**config.mk**
```make
export PLATFORM = sky130hd
export DESIGN_NAME = npal_fifo
export DESIGN_NICKNAME = d
export VERILOG_FILES = /design/src/hdl/npal_pkg.sv /design/src/hdl/npal_fifo.sv
export SDC_FILE = /design/constraint.sdc
export NUM_CORES = 1
export LEC_CHECK = 0
export BUFFER_PORTS_ARGS = -buffer_cell sky130_fd_sc_hd__buf_2
export CORE_MARGIN = 4
export CORE_UTILIZATION = 56
export DETAILED_ROUTE_END_ITERATION = 8
export GPL_TIMING_DRIVEN = 0
export PLACE_DENSITY = 0.83
export SETUP_SLACK_MARGIN = 0.2
export SKIP_LAST_GASP = 1
export SYNTH_ARGS = -nofsm -noshare
export SYNTH_HDL_FRONTEND = slang
export SYNTH_SLANG_ARGS = --single-unit
```
**constraint.sdc**
```tcl
create_clock -name clk_i -period 17.4 [get_ports clk_i]
set_input_delay 0.87 -clock clk_i [delete_from_list [all_inputs] [get_ports clk_i]]
set_output_delay 0.87 -clock clk_i [all_outputs]
set_load 0.03 [all_outputs]
```
**src/hdl/npal_pkg.sv**
```systemverilog
// Shared types, constants and helpers for the nearest point angle lookup.
package npal_pkg;

  localparam int AngleW     = 16;
  localparam int IndexW     = 16;
  localparam int CountW     = 17;
  localparam int CoordMaxW  = 31;
  localparam int SlotLimit  = 65536;
  localparam int QueueDepth = 2;

  typedef enum logic [1:0] {
    OP_LOAD,
    OP_QUERY,
    OP_SKIP
  } op_e;

  typedef struct packed {
    op_e                           op;
    logic [IndexW-1:0]             index;
    logic signed [CoordMaxW-1:0]   x;
    logic signed [CoordMaxW-1:0]   y;
    logic [AngleW-1:0]             angle_x;
    logic [AngleW-1:0]             angle_y;
  } cmd_t;

  function automatic int store_depth(int depth);
    return (depth < SlotLimit) ? depth : SlotLimit;
  endfunction

endpackage

```
**src/hdl/npal_fifo.sv**
```systemverilog
// Short command queue between the input stage and the scan engine.
module npal_fifo (
  input  logic           clk_i,
  input  logic           rst_ni,
  input  logic           push_i,
  input  npal_pkg::cmd_t cmd_i,
  output logic           full_o,
  input  logic           pop_i,
  output npal_pkg::cmd_t cmd_o,
  output logic           empty_o
);

  localparam int Depth = npal_pkg::QueueDepth;
  localparam int PtrW  = (Depth > 1) ? $clog2(Depth) : 1;
  localparam int CntW  = $clog2(Depth + 1);

  npal_pkg::cmd_t        slots_q [Depth];
  logic [PtrW-1:0]       wr_ptr_q, wr_ptr_d;
  logic [PtrW-1:0]       rd_ptr_q, rd_ptr_d;
  logic [CntW-1:0]       count_q, count_d;
  logic                  do_push, do_pop;

  assign full_o  = (count_q == CntW'(Depth));
  assign empty_o = (count_q == '0);
  assign do_push = push_i && !full_o;
  assign do_pop  = pop_i && !empty_o;
  assign cmd_o   = slots_q[rd_ptr_q];

  always_comb begin
    wr_ptr_d = wr_ptr_q;
    rd_ptr_d = rd_ptr_q;
    count_d  = count_q;
    if (do_push) begin
      wr_ptr_d = (wr_ptr_q == PtrW'(Depth - 1)) ? '0 : wr_ptr_q + 1'b1;
    end
    if (do_pop) begin
      rd_ptr_d = (rd_ptr_q == PtrW'(Depth - 1)) ? '0 : rd_ptr_q + 1'b1;
    end
    if (do_push && !do_pop) begin
      count_d = count_q + 1'b1;
    end else if (do_pop && !do_push) begin
      count_d = count_q - 1'b1;
    end
  end

  always_ff @(posedge clk_i or negedge rst_ni) begin
    if (!rst_ni) begin
      wr_ptr_q <= '0;
      rd_ptr_q <= '0;
      count_q  <= '0;
    end else begin
      wr_ptr_q <= wr_ptr_d;
      rd_ptr_q <= rd_ptr_d;
      count_q  <= count_d;
    end
  end

  always_ff @(posedge clk_i) begin
    if (do_push) begin
      slots_q[wr_ptr_q] <= cmd_i;
    end
  end

endmodule

```
==> flow_metrics.env <==
export IMPL_dpl_worst_slack_ns=14.79
export IMPL_max_slew_margin_rel=0.4469
export IMPL_drt_wl_total_um=16120
export IMPL_die_area_sq_um=17350
export IMPL_vdd_ir_drop_worst_uv=173.0
export IMPL_placedInstanceArea_sq_um=10050
export IMPL_power_report_internal_total_mw=1.322
export IMPL_clkSinkCount=228
export IMPL_drc_errors=0
export IMPL_synth_compound_area_share=0.0005839
export IMPL_total_congestion_overflow=0
export IMPL_p_total_mw=2.025
export IMPL_maxCapViolations=0
export IMPL_worst_setup_path_end_kind="output port"
export IMPL_report_final_slew_viol_count=0
export IMPL_synth_cell_area_sq_um=8572
export IMPL_setup_violations_final=0
export IMPL_required_ns=16.53
export IMPL_period_share=0.1558
export IMPL_holdWs_ns=0.1590
export IMPL_crit_arrival_ns=1.84
export IMPL_fraction_of_layout_cells_with_a_size_suffix_above_1=0.6056
export IMPL_rsz0062_at_grt="no"
export IMPL_fin_crit_ns=2.710
export IMPL_finalNonFillerCells=823
export IMPL_clkPwrFrac=0.225
export IMPL_mostFrequentLayoutCell="sky130_fd_sc_hd__buf_2"
export IMPL_cts_hold_buffers_added=0
export IMPL_syn_num_nets=485
export IMPL_initial_core_utilization=0.5810
export IMPL_first_pass_grt_wire_length_um=24960
export IMPL_route_vias_total=4327
export IMPL_max_clock_freq_ghz=0.3690
export IMPL_synth_area_mux_share=0.1778
export IMPL_post_synth_fa_ha_maj_area_fraction=0.001460
export IMPL_n_antenna_cell=0
export IMPL_fin_nets=743
export IMPL_r2r_slack_ns=15.14
export IMPL_final_cell_area_sq_um=10740
export IMPL_timing_setup_tns_ns=0
export IMPL_die_width_um=131.7
export IMPL_clk_insertion_delay_late_ns=0.50
export IMPL_final_seq_area_sq_um=6827
export IMPL_grt_pass1_vias=4571
export IMPL_p_leak_nw=4.265
export IMPL_max_slew_worst_pin_slew_ns=0.8296
export IMPL_detail_route_iter0_violations=249
export IMPL_hold_path_class="in -> async"
export IMPL_postSynthRegisterBits=228
export IMPL_cts_made_buffers=23
export IMPL_final_cell_mix="sky130_fd_sc_hd__buf_2, sky130_fd_sc_hd__edfxtp_1, sky130_fd_sc_hd__mux2_4, sky130_fd_sc_hd__mux2_2, sky130_fd_sc_hd__clkbuf_16"
export IMPL_port_buffers=229
export IMPL_switchingPower_mw=0.7034
export IMPL_clock_tree_root_cell="sky130_fd_sc_hd__clkbuf_16"
export IMPL_synth_simple_gate_area_frac=0.003211
export IMPL_switching_share=0.3473
export IMPL_worst_r2r_cell_count=5
export IMPL_clock_tree_buffer_depth=3
export IMPL_cp_start_kind="register"
export IMPL_n_fill_cell=894
export IMPL_io_pins=230
export IMPL_die_h_um=131.7
export IMPL_final_core_utilization=0.7280
export IMPL_tritoncts_clock_tree="yes"
export IMPL_grt_antenna_before_repair=1
export IMPL_fin_skew_ns=0.01844
export IMPL_grt_start_max_net_pins=58
export IMPL_area_delta_synth_final_pct=25.31
export IMPL_timing_critical_path_fanout_max=10
export IMPL_largest_family_of_logic_cells_by_synthesized_area="multiplexers"
export IMPL_globalplace_congestion=0.7040
export IMPL_clk_pin_slew_ns=0.06
export IMPL_route_detailed_vias_per_inst=5.258
export IMPL_area_occupied_by_multi_input_gates_sq_um=1625
export IMPL_grt_use_total=0.1807
export IMPL_cp_class="reg -> out"
export IMPL_hold_viol_final=0
export IMPL_detail_route_first_pass_iterations=4
export IMPL_wire_per_inst_um=19.59
export IMPL_run_status="finished clean"
export IMPL_power_per_cell_area_nw_per_um2=188.5
export IMPL_worst_slack_ns=14.69
export IMPL_core_region_area_sq_um=14750
export IMPL_postSynthCellCount=368
export IMPL_synth_warnings=0
export IMPL_yosysUniqueCellTypes=16
export IMPL_power_share_sequential=0.387
export IMPL_row_count=44
export IMPL_dp_hpwl_um=11080
export IMPL_share_comb_of_total_power=0.389
export IMPL_cts_htree_levels=1
export IMPL_avgSynthCellArea_sq_um=23.29
export IMPL_synth_xor_xnor_area_share=0.005109
export IMPL_post_cts_buffers=0
export IMPL_place_detailed_instances=785
export IMPL_ant_nets=0
export IMPL_fraction_of_the_yosys_area_taken_by_sequential_cells=0.7964
export IMPL_cts_resized=0
## logic make-up (layout without fill, tap and decap cells)
family	Yosys count	count (layout)
DFF	228	228
muxes	112	112
buffers and inverters	15	286
and+or+nand+nor	6	6
xor gates and xnor gates	5	5
adders and majority gates	1	1
AOI/OAI and AO/OA	1	1
## cells in the mapped netlist
cell type,number,area [sq um]
sky130_fd_sc_hd__and3_1,1,6.260
sky130_fd_sc_hd__dfrtp_1,4,100.1
sky130_fd_sc_hd__nand2_1,1,3.750
sky130_fd_sc_hd__nand2b_1,1,6.260
sky130_fd_sc_hd__o21ai_0,1,5.000
sky130_fd_sc_hd__buf_2,4,20.02
sky130_fd_sc_hd__inv_1,2,7.510
sky130_fd_sc_hd__buf_6,8,90.09
sky130_fd_sc_hd__buf_8,1,15.01
sky130_fd_sc_hd__nor2_1,3,11.26
sky130_fd_sc_hd__xnor2_1,3,26.28
sky130_fd_sc_hd__edfxtp_1,224,6726
sky130_fd_sc_hd__mux2_2,42,473.0
sky130_fd_sc_hd__mux2_4,70,1051
sky130_fd_sc_hd__xor2_1,2,17.52
sky130_fd_sc_hd__ha_1,1,12.51
## area by class of cell
cell class / count / area share
Sequential cell: 228 / 0.6355
Multi-Input combinational cell: 125 / 0.1513
Buffer: 13 / 0.01165
Clock inverter: 10 / 0.009202
Tap cell: 184 / 0.02143
Clock buffer: 28 / 0.05533
Timing Repair Buffer: 233 / 0.1149
Inverter: 2 / 0.0006989
## worst max-delay path: stages (launching register included)
cell                      delay [ns]
sky130_fd_sc_hd__dfrtp_1        0.34
sky130_fd_sc_hd__buf_6          0.11
sky130_fd_sc_hd__buf_8          0.17
sky130_fd_sc_hd__buf_6          0.20
sky130_fd_sc_hd__mux2_4         0.31
sky130_fd_sc_hd__buf_2          0.19
## power by group through the flow
| stage | combinational [mW] | clock (mW) | sequential, mW |
|---|---|---|---|
| after floorplan | 0.587 | 0 | 0.802 |
| after global placement | 0.762 | 0 | 0.816 |
| after detailed placement | 0.795 | 0 | 0.795 |
| after CTS | 0.798 | 0.467 | 0.784 |
| after global routing | 0.829 | 0.490 | 0.793 |
| final | 0.787 | 0.455 | 0.783 |
## sequential cells by signal, indices dropped and copies added (netlist names)
signal and flops:
count_q 2, slots_q 224, rd_ptr_q 1, wr_ptr_q 1
## routing by layer
metal,vias to the layer above,GRT usage,part of all wire
met4,2,0.04026,0.018
met1,2109,0.2256,0.39
met5,-,0,0.00043
li1,1975,-,-
met2,213,0.3100,0.50
met3,28,0.06040,0.094
## worst paths after layout
check / startpoint / end
worst max-delay path: rd_ptr_q / cmd_o[17]
worst min register to register: count_q[1] / count_q[1]
min in group clk_i: cmd_i[7] / slots_q[1][7]
max in group asynchronous: rst_ni / wr_ptr_q
worst min-delay path: rst_ni / count_q[1]
worst max register to register: count_q[0] / slots_q[0][33]
No activity file was read; power rests on OpenSTA's default activity.
