--- config.mk ---
export PLATFORM = sky130hd
export DESIGN_NAME = npal_front
export DESIGN_NICKNAME = d
export VERILOG_FILES = /design/src/hdl/npal_pkg.sv /design/src/hdl/npal_front.sv
export SDC_FILE = /design/constraint.sdc
export NUM_CORES = 1
export LEC_CHECK = 0
export ABC_AREA = 1
export BUFFER_PORTS_ARGS = -buffer_cell sky130_fd_sc_hd__clkbuf_2
export CAP_MARGIN = 20
export CORE_MARGIN = 1
export CORE_UTILIZATION = 40
export CTS_BUF_LIST = sky130_fd_sc_hd__clkbuf_4
export CTS_CLUSTER_SIZE = 20
export DETAILED_ROUTE_END_ITERATION = 8
export HOLD_SLACK_MARGIN = 0.1
export MAX_ROUTING_LAYER = met4
export PLACE_DENSITY = 0.87
export SLEW_MARGIN = 20
export SYNTH_ARGS = -nofsm -noshare
export SYNTH_HDL_FRONTEND = slang
export SYNTH_SLANG_ARGS = --single-unit
--- constraint.sdc ---
create_clock -name clk_i -period 6.35 [get_ports clk_i]
set_clock_uncertainty 0.15 [all_clocks]
set_input_delay 0 -clock clk_i [delete_from_list [all_inputs] [get_ports clk_i]]
set_output_delay 0 -clock clk_i [all_outputs]
set_load 0.02 [all_outputs]
--- src/hdl/npal_pkg.sv ---
// Shared types, constants and helpers for the nearest point angle lookup.
package npal_pkg;

  localparam int AngleW     = 16;
  localparam int IndexW     = 16;
  localparam int CountW     = 17;
  localparam int CoordMaxW  = 31;
  localparam int SlotLimit  = 65536;
  localparam int QueueDepth = 2;

  typedef enum logic [1:0] {
    OP_LOAD,
    OP_QUERY,
    OP_SKIP
  } op_e;

  typedef struct packed {
    op_e                           op;
    logic [IndexW-1:0]             index;
    logic signed [CoordMaxW-1:0]   x;
    logic signed [CoordMaxW-1:0]   y;
    logic [AngleW-1:0]             angle_x;
    logic [AngleW-1:0]             angle_y;
  } cmd_t;

  function automatic int store_depth(int depth);
    return (depth < SlotLimit) ? depth : SlotLimit;
  endfunction

endpackage

--- src/hdl/npal_front.sv ---
// Input stage: accepts words, classifies them into commands and feeds the queue.
module npal_front #(
  parameter int TABLE_DEPTH = 65536,
  parameter int COORD_BITS  = 20
) (
  input  logic                          clk_i,
  input  logic                          rst_ni,
  input  logic                          in_valid_i,
  output logic                          in_stall_o,
  input  logic                          req_type_i,
  input  logic [npal_pkg::IndexW-1:0]   entry_index_i,
  input  logic signed [COORD_BITS-1:0]  point_x_i,
  input  logic signed [COORD_BITS-1:0]  point_y_i,
  input  logic signed [npal_pkg::AngleW-1:0] load_angle_x_i,
  input  logic signed [npal_pkg::AngleW-1:0] load_angle_y_i,
  output npal_pkg::cmd_t                cmd_o,
  output logic                          push_o,
  input  logic                          full_i
);

  localparam int StoreDepth = npal_pkg::store_depth(TABLE_DEPTH);
  localparam int CountW     = npal_pkg::CountW;
  localparam int CoordMaxW  = npal_pkg::CoordMaxW;

  logic           valid_q, valid_d;
  npal_pkg::cmd_t cmd_q, cmd_d;
  logic           accept;

  assign in_stall_o = valid_q && full_i;
  assign accept     = in_valid_i && !in_stall_o;
  assign push_o     = valid_q && !full_i;
  assign cmd_o      = cmd_q;

  always_comb begin
    valid_d = valid_q;
    if (!valid_q || !full_i) begin
      valid_d = in_valid_i;
    end
  end

  always_comb begin
    cmd_d         = cmd_q;
    cmd_d.index   = entry_index_i;
    cmd_d.x       = CoordMaxW'(point_x_i);
    cmd_d.y       = CoordMaxW'(point_y_i);
    cmd_d.angle_x = load_angle_x_i;
    cmd_d.angle_y = load_angle_y_i;
    if (req_type_i) begin
      cmd_d.op = npal_pkg::OP_QUERY;
    end else if ({1'b0, entry_index_i} < CountW'(StoreDepth)) begin
      cmd_d.op = npal_pkg::OP_LOAD;
    end else begin
      cmd_d.op = npal_pkg::OP_SKIP;
    end
  end

  always_ff @(posedge clk_i or negedge rst_ni) begin
    if (!rst_ni) begin
      valid_q <= 1'b0;
    end else begin
      valid_q <= valid_d;
    end
  end

  always_ff @(posedge clk_i) begin
    if (accept) begin
      cmd_q <= cmd_d;
    end
  end

endmodule

==> metrics.md, run 1 <==
| Metric | Value |
|---|---|
| Clk sinks | 90 |
| CTS H-tree lvls | 3 |
| Hold crit path type | input port to flip-flop |
| CTS buffer count | 9 |
| Clock slew seen by the registers of the worst setup and hold paths | 0.14 ns |
| Residual DRC | 0 |
| Pwr Total | 1.19 mW |
| Placed insts | 400 |
| Lkg Pwr | 2.22 nW |
| Area Overhead vs Synth | 71.4% |
| Number of library cell types mapped by synthesis | 8 |
| CP arrival | 1.90 ns |
| Clock buffer depth | 2 |
| Fraction of layout cells with a size suffix above 1 | 53.9% |
| Syn. warnings | 0 |
| # IOs | 207 |
| Latest clock arrival within the worst-skew pair | 0.40 ns |
| Vias/cell | 4.31 |
| CTS tree | built |
| Final worst path period share | 31.6% |
| Hold Vio Cnt, Final | 0 |
| Postcts setup bufs | 0 |
| Area of the multi-input gates | 31.3 um^2 |
| Power per cell area | 239 nW/um^2 |
| Non-Filler Instances | 510 |
| Global-route layer with the greatest usage | met2 |
| R2R Path End | cmd_o[74] |
| Slew Viols, Final | 0 |
| DRT iter0 DRCs | 69 |
| First-pass GRT wire length | 10,900 um |
| Setup slack, reg-to-reg | 4.34 ns |
| Min-delay src | load_angle_y_i[12] |
| Cell Area, Synth | 2900 um^2 |
| Core Util, Final | 72.0% |
| Height of the die | 87.2 um |
| Largest net degree at the start of global routing | 88 |
| GRT overflow | 0 |
| Met2 usage | 38.4% |
| Root Buffer | clkbuf_4 |
| Antenna violations before repair | 0 |
| Filler cells | 468 |
| Commonest cells after routing, fill and taps aside | 205 x clkbuf_2, 94 x dlygate4sd3_1, 89 x edfxtp_1 |
| Wirelength, routed | 7700 um |
| Initial Util | 42.0% |
| Drt first pass iters | 4 |
| Routed len/inst | 15.1 um |
| Post-Route Setup TNS | 0 ns |
| Core area | 6910 um^2 |
| Vias in the first global route | 2,315 |
| Achievable Freq | 498 MHz |
| Synthesized Nets | 214 |
| Slew @ Worst Pin | 1.05 ns |
| Post-synthesis cell count | 121 |
| DIE WIDTH | 87.2 um |
| Pre-CTS setup slack | 4.36 ns |
| Die Area | 7600 um^2 |
| Met3 usage in global routing | 6.54% |
| Unrepaired setup endpoints after global routing | no |
| Total number of vias | 2,198 |
| Max cap viols | 0 |
| Rows | 30 |
| WS Path Type | flip-flop to flip-flop |
| Tmin final | 2.01 ns |
| Max VDD drop | 0.217 mV |
| R2R depth | 2 |
| Final worst slack | 4.34 ns |
| Antenna Nets Post-Route | 0 |
| Tot GR Track Use | 21.0% |
| Reg area | 2700 um^2 |
| Critical Path End | cmd_o[74] |
| Critical R2R Launch | valid_q |
| Crit end category | flip-flop |
| Worst-path fanout max | 87 |
| Crit path launch | valid_q |
| CP Launch Type | flip-flop |
| Gpl congestion | 0.700 |
| Mean Syn Cell Area | 24.0 um^2 |
| Fin nets | 502 |
| Rel. slew slack | 29.9% |
| # diodes | 0 |
| #FFs+latches synth | 90 |
| Met1 GRT Util | 20.2% |
| Port buffer count | 205 |
| Commonest non-fill, non-tap cell in the layout | clkbuf_2 |
| Finish-stage setup viols | 0 |
| WP data required | 6.24 ns |
| Register area share after synthesis | 93.0% |
| Status | finished, final reports clean |
[sequential cells by signal (all words and copies together), names as in the netlist]
register  flops
cmd_o        89
valid_q       1
[logic make-up (layout without fill, tap and decap cells)]
group,count (synthesis),count (layout),share of synthesized area (%)
DFF,90,90,93.0
buffers and inverters,26,319,6.34
and+or+nand+nor,3,3,0.388
other,1,1,0.129
AOI/OAI and AO/OA,1,1,0.172
[how the worst min path moves through the flow]
| stage | to | cells past startpoint |
|---|---|---|
| 3_3_place_gp | valid_q | 1 |
| 4_1_cts | cmd_o[45] | 2 |
| 6_report | cmd_o[12] | 2 |
| 2_1_floorplan | valid_q | 0 |
| 5_1_grt | cmd_o[50] | 2 |
| 3_5_place_dp | valid_q | 1 |
[routing by layer]
layer | wire [um] | part of all wire (%) | vias up
met5 | 0 | 0 | -
met3 | 646 | 8.4 | 17
met2 | 4210 | 55 | 144
met4 | 191 | 2.5 | 0
met1 | 2650 | 34 | 1027
li1 | - | - | 1010
[through the flow]
step	cell area [um^2]	hold WS, ns
after global placement	3890	-0.373
after CTS	4970	0.100
after floorplan	2900	-0.446
final	4970	0.145
after detailed placement	3890	-0.373
after global routing	4970	0.104
[power by group]
group / switching [mW] / leakage, nW / internal, mW
Combinational: 0.0980 / 1.28 / 0.0826
Sequential: 0.0116 / 0.858 / 0.693
Clock: 0.183 / 0.0757 / 0.119
[cell usage after synthesis]
cell type  instances  area, um^2
nand2_1            2        7.51
a21oi_1            1        5.00
buf_4             23         173
conb_1             1        3.75
nor2_1             1        3.75
dfrtp_1            1        25.0
inv_1              3        11.3
edfxtp_1          89        2670
[critical path, cell delays in order, from the launching register on]
cell,delay (ns)
dfrtp_1,0.45
a21oi_4,0.17
buf_4,0.80
[cell type report]
cell class,count,area share [%]
Inverter,3,0.226
Tap cell,96,2.42
Clock inverter,7,1.41
Sequential cell,90,54.3
Multi-Input combinational cell,5,0.629
Clock buffer,9,1.36
Timing Repair Buffer,300,39.7
[repair_timing]
| item | CTS | global route |
|---|---|---|
| hold endpoints to repair | 93 | 0 |
| hold buffers | 94 | 0 |
| resized for setup | 0 | 0 |
Note: power is estimated with default switching activity, not from simulation.
==> run 2, diff against run 1 <==
--- a/config.mk
+++ b/config.mk
@@ -5,17 +5,17 @@
 export SDC_FILE = /design/constraint.sdc
 export NUM_CORES = 1
 export LEC_CHECK = 0
-export ABC_AREA = 1
+export ABC_AREA = 0
 export BUFFER_PORTS_ARGS = -buffer_cell sky130_fd_sc_hd__clkbuf_2
 export CAP_MARGIN = 20
 export CORE_MARGIN = 1
-export CORE_UTILIZATION = 40
+export CORE_UTILIZATION = 38
 export CTS_BUF_LIST = sky130_fd_sc_hd__clkbuf_4
 export CTS_CLUSTER_SIZE = 20
 export DETAILED_ROUTE_END_ITERATION = 8
 export HOLD_SLACK_MARGIN = 0.1
 export MAX_ROUTING_LAYER = met4
-export PLACE_DENSITY = 0.87
+export PLACE_DENSITY = 0.86
 export SLEW_MARGIN = 20
 export SYNTH_ARGS = -nofsm -noshare
 export SYNTH_HDL_FRONTEND = slang
==> constraint.sdc (replaced) <==
create_clock -name clk_i -period 1.7 [get_ports clk_i]
set_clock_uncertainty 0.15 [all_clocks]
set_input_delay 0 -clock clk_i [delete_from_list [all_inputs] [get_ports clk_i]]
set_output_delay 0 -clock clk_i [all_outputs]
set_load 0.02 [all_outputs]
==> run 2 against run 1 <==
  * Design area increased by 1.2%
  * Total power increased to 3.7 times the previous value
  * Fmax is 34% higher
  * Via count is 1.0% lower
  * Largest cell class unchanged
  * Wire length decreased by 3.1%
  * Final cell count is 0.59% higher
  * Critical path depth stayed put
  * Setup slack lost 4.1 ns
  * Critical path type unchanged
  * Area after synthesis up 0.17%
  * Combinational power grew to 3.8 times the previous value
  * Register-to-register slack got worse by 4.1 ns
==> metrics.md, run 2 <==
| Metric | Value |
|---|---|
| Most frequent cell after synthesis | edfxtp_1 |
| Max reg flops | 89 |
| Residual DRC | 0 |
| CTS buffer count | 9 |
| Worst-path fanout max | 49 |
| Routed len/inst | 14.5 um |
| GRT overflow | 0 |
| Gpl congestion | 0.730 |
| Postcts setup bufs | 0 |
| Combinational cell fraction of total power | 15.5% |
| Mean Syn Cell Area | 24.6 um^2 |
| Hold Vio Cnt, Final | 0 |
| Commonest non-fill, non-tap cell in the layout | clkbuf_2 |
| Achievable Freq | 670 MHz |
| Lkg Pwr | 2.23 nW |
| Synth top area share | 92.0% |
| Number of library cell types mapped by synthesis | 8 |
| Power per cell area | 884 nW/um^2 |
| Clock buffer depth | 2 |
| Tmin final | 1.49 ns |
| Latest clock arrival within the worst-skew pair | 0.41 ns |
| P_int | 3.36 mW |
| Antenna violations before repair | 0 |
| Hold crit path type | input port to flip-flop |
| CP Launch Type | flip-flop |
| Final worst path period share | 87.8% |
| Max VDD drop | 0.546 mV |
| Status | finished, final reports clean |
| Fin nets | 502 |
| Clk network pwr share | 25.4% |
| Clk sinks | 90 |
| Cell Chain, Critical Path | a21boi_4 > buf_12 |
| Register share of total power | 59.0% |
| Area leader, netlist | edfxtp_1 |
| Setup slack, reg-to-reg | 0.21 ns |
| Syn. warnings | 0 |
| Post-synth ARST share | 1.11% |
| Synth Flop Type | edfxtp_1 |
| Slew Viols, Final | 0 |
| Register area share after synthesis | 92.8% |
| Max incr delay on CP | 0.47 ns |
| Total number of vias | 2,176 |
| Root Buffer | clkbuf_4 |
| WHS Path Cells | 2 |
| Vias/cell | 4.24 |
| # IOs | 207 |
| CTS H-tree lvls | 3 |
| Post-synthesis cell count | 118 |
| Commonest cells after routing, fill and taps aside | 205 x clkbuf_2, 96 x dlygate4sd3_1, 89 x edfxtp_1 |
| Height of the die | 89.5 um |
| Core area | 7330 um^2 |
| Initial Util | 39.6% |
| Finish-stage setup viols | 0 |
| Largest net degree at the start of global routing | 50 |
| Post-Route Setup TNS | 0 ns |
| Filler cells | 497 |
| CTS tree | built |
| Fraction of layout cells with a size suffix above 1 | 54.6% |
| Max cap viols | 0 |
| Unrepaired setup endpoints after global routing | no |
| Synthesized Nets | 211 |
| Slowest stage cell on the critical path | dfrtp_1 |
| Die Area | 8000 um^2 |
| Tot GR Track Use | 19.0% |
| CP arrival | 1.44 ns |
| Vias in the first global route | 2,162 |
| Psw | 1.09 mW |
| #FFs+latches synth | 90 |
| WS Path Type | flip-flop to flip-flop |
| Rows | 31 |
| Half-perimeter wire length after placement | 4460 um |
| Post-synth top cells | 89 x edfxtp_1, 23 x buf_4 |
| # diodes | 0 |
| Clock slew seen by the registers of the worst setup and hold paths | 0.13 ns |
| Drt first pass iters | 4 |
| Antenna Nets Post-Route | 0 |
| Port buffer count | 205 |
| R2R depth | 2 |
| DIE WIDTH | 89.5 um |
| Tightest hold margin | 0.141 ns |
| WP data required | 1.64 ns |
| Crit end category | flip-flop |
| Ranking of synthesized cells by area | edfxtp_1 92%, buf_4 5.9%, dfrtp_1 0.86% |
| Post-synth EDFFs | 89 |
| Min-delay src | load_angle_y_i[0] |
| Net Sw Frac | 24.6% |
| Wirelength, routed | 7460 um |
| Cell Area, Synth | 2910 um^2 |
| Area Overhead vs Synth | 73.1% |
| First-pass GRT wire length | 10,200 um |
| WHS Endpoint | cmd_o[0] |
| R2R Path End | cmd_o[25] |
| Critical R2R Launch | valid_q |
| DRT iter0 DRCs | 58 |
[run 2: cell type report]
class	count	area (um^2)	area share [%]
well taps	99	124	2.46
multi-input cells	5	47.5	0.945
clock buffers	9	67.6	1.34
flip-flops and latches	90	2700	53.6
repair buffers	303	2030	40.3
clock inverters	7	68.8	1.37
[run 2: how the worst max path moves through the flow]
stage / from / endpoint / slack (ns) / depth (start not counted)
floorplan: valid_q / cmd_o[0] / -0.79 / 1
global placement: valid_q / cmd_o[42] / 0.30 / 2
detailed placement: valid_q / cmd_o[42] / 0.26 / 2
CTS: valid_q / cmd_o[2] / 0.23 / 2
global route: valid_q / cmd_o[42] / 0.17 / 2
finish: valid_q / cmd_o[25] / 0.21 / 2
[run 2: logic make-up (layout without fill, tap and decap cells)]
kind of cell,Yosys count,in the layout,share of synthesized area [%]
DFF,90,90,92.8
buffers and inverters,23,319,5.94
AOI/OAI and AO/OA,2,2,0.560
and+or+nand+nor,2,2,0.560
other,1,1,0.129
[run 2: metrics by stage]
| stage | instance area (um^2) | instances | util (%) | worst slack [ns] | total power, mW |
|---|---|---|---|---|---|
| 2_1_floorplan | 2920 | 118 | - | -0.794 | 2.96 |
| 3_3_place_gp | 3940 | 401 | 53.7 | 0.304 | 3.17 |
| 3_5_place_dp | 3940 | 401 | 53.7 | 0.257 | 3.18 |
| 4_1_cts | 5030 | 513 | 68.6 | 0.234 | 4.47 |
| 5_1_grt | 5030 | 513 | 68.6 | 0.167 | 4.62 |
| 6_report | 5030 | 513 | 68.6 | 0.208 | 4.45 |
[run 2: per-layer routing]
| metal | up-vias | global-route usage, % | routed length [um] |
|---|---|---|---|
| met4 | 0 | 9.67 | 174 |
| li1 | 1006 | - | - |
| met1 | 995 | 18.3 | 2650 |
| met3 | 15 | 4.43 | 549 |
| met5 | - | - | 0 |
| met2 | 160 | 35.0 | 4090 |
[run 2: timing repair]
action,in CTS,in global routing
hold buffers,96,0
endpoints found under the setup margin,0,0
gates resized for setup,0,0
hold endpoints to repair,180,0
[run 2: power groups by stage]
stage                     Sequential [mW]  Clock, mW  Combinational (mW)
after floorplan                      2.83          0               0.128
after global placement               2.67          0               0.497
after detailed placement             2.68          0               0.509
after CTS                            2.62       1.16               0.682
after global routing                 2.64       1.24               0.738
final                                2.63       1.13               0.691
[run 2: worst max-delay path, delay by kind of cell (launching register included)]
kind,cells,cell delay (ns)
compound gates,1,0.25
flops,1,0.47
buf+inv,1,0.28
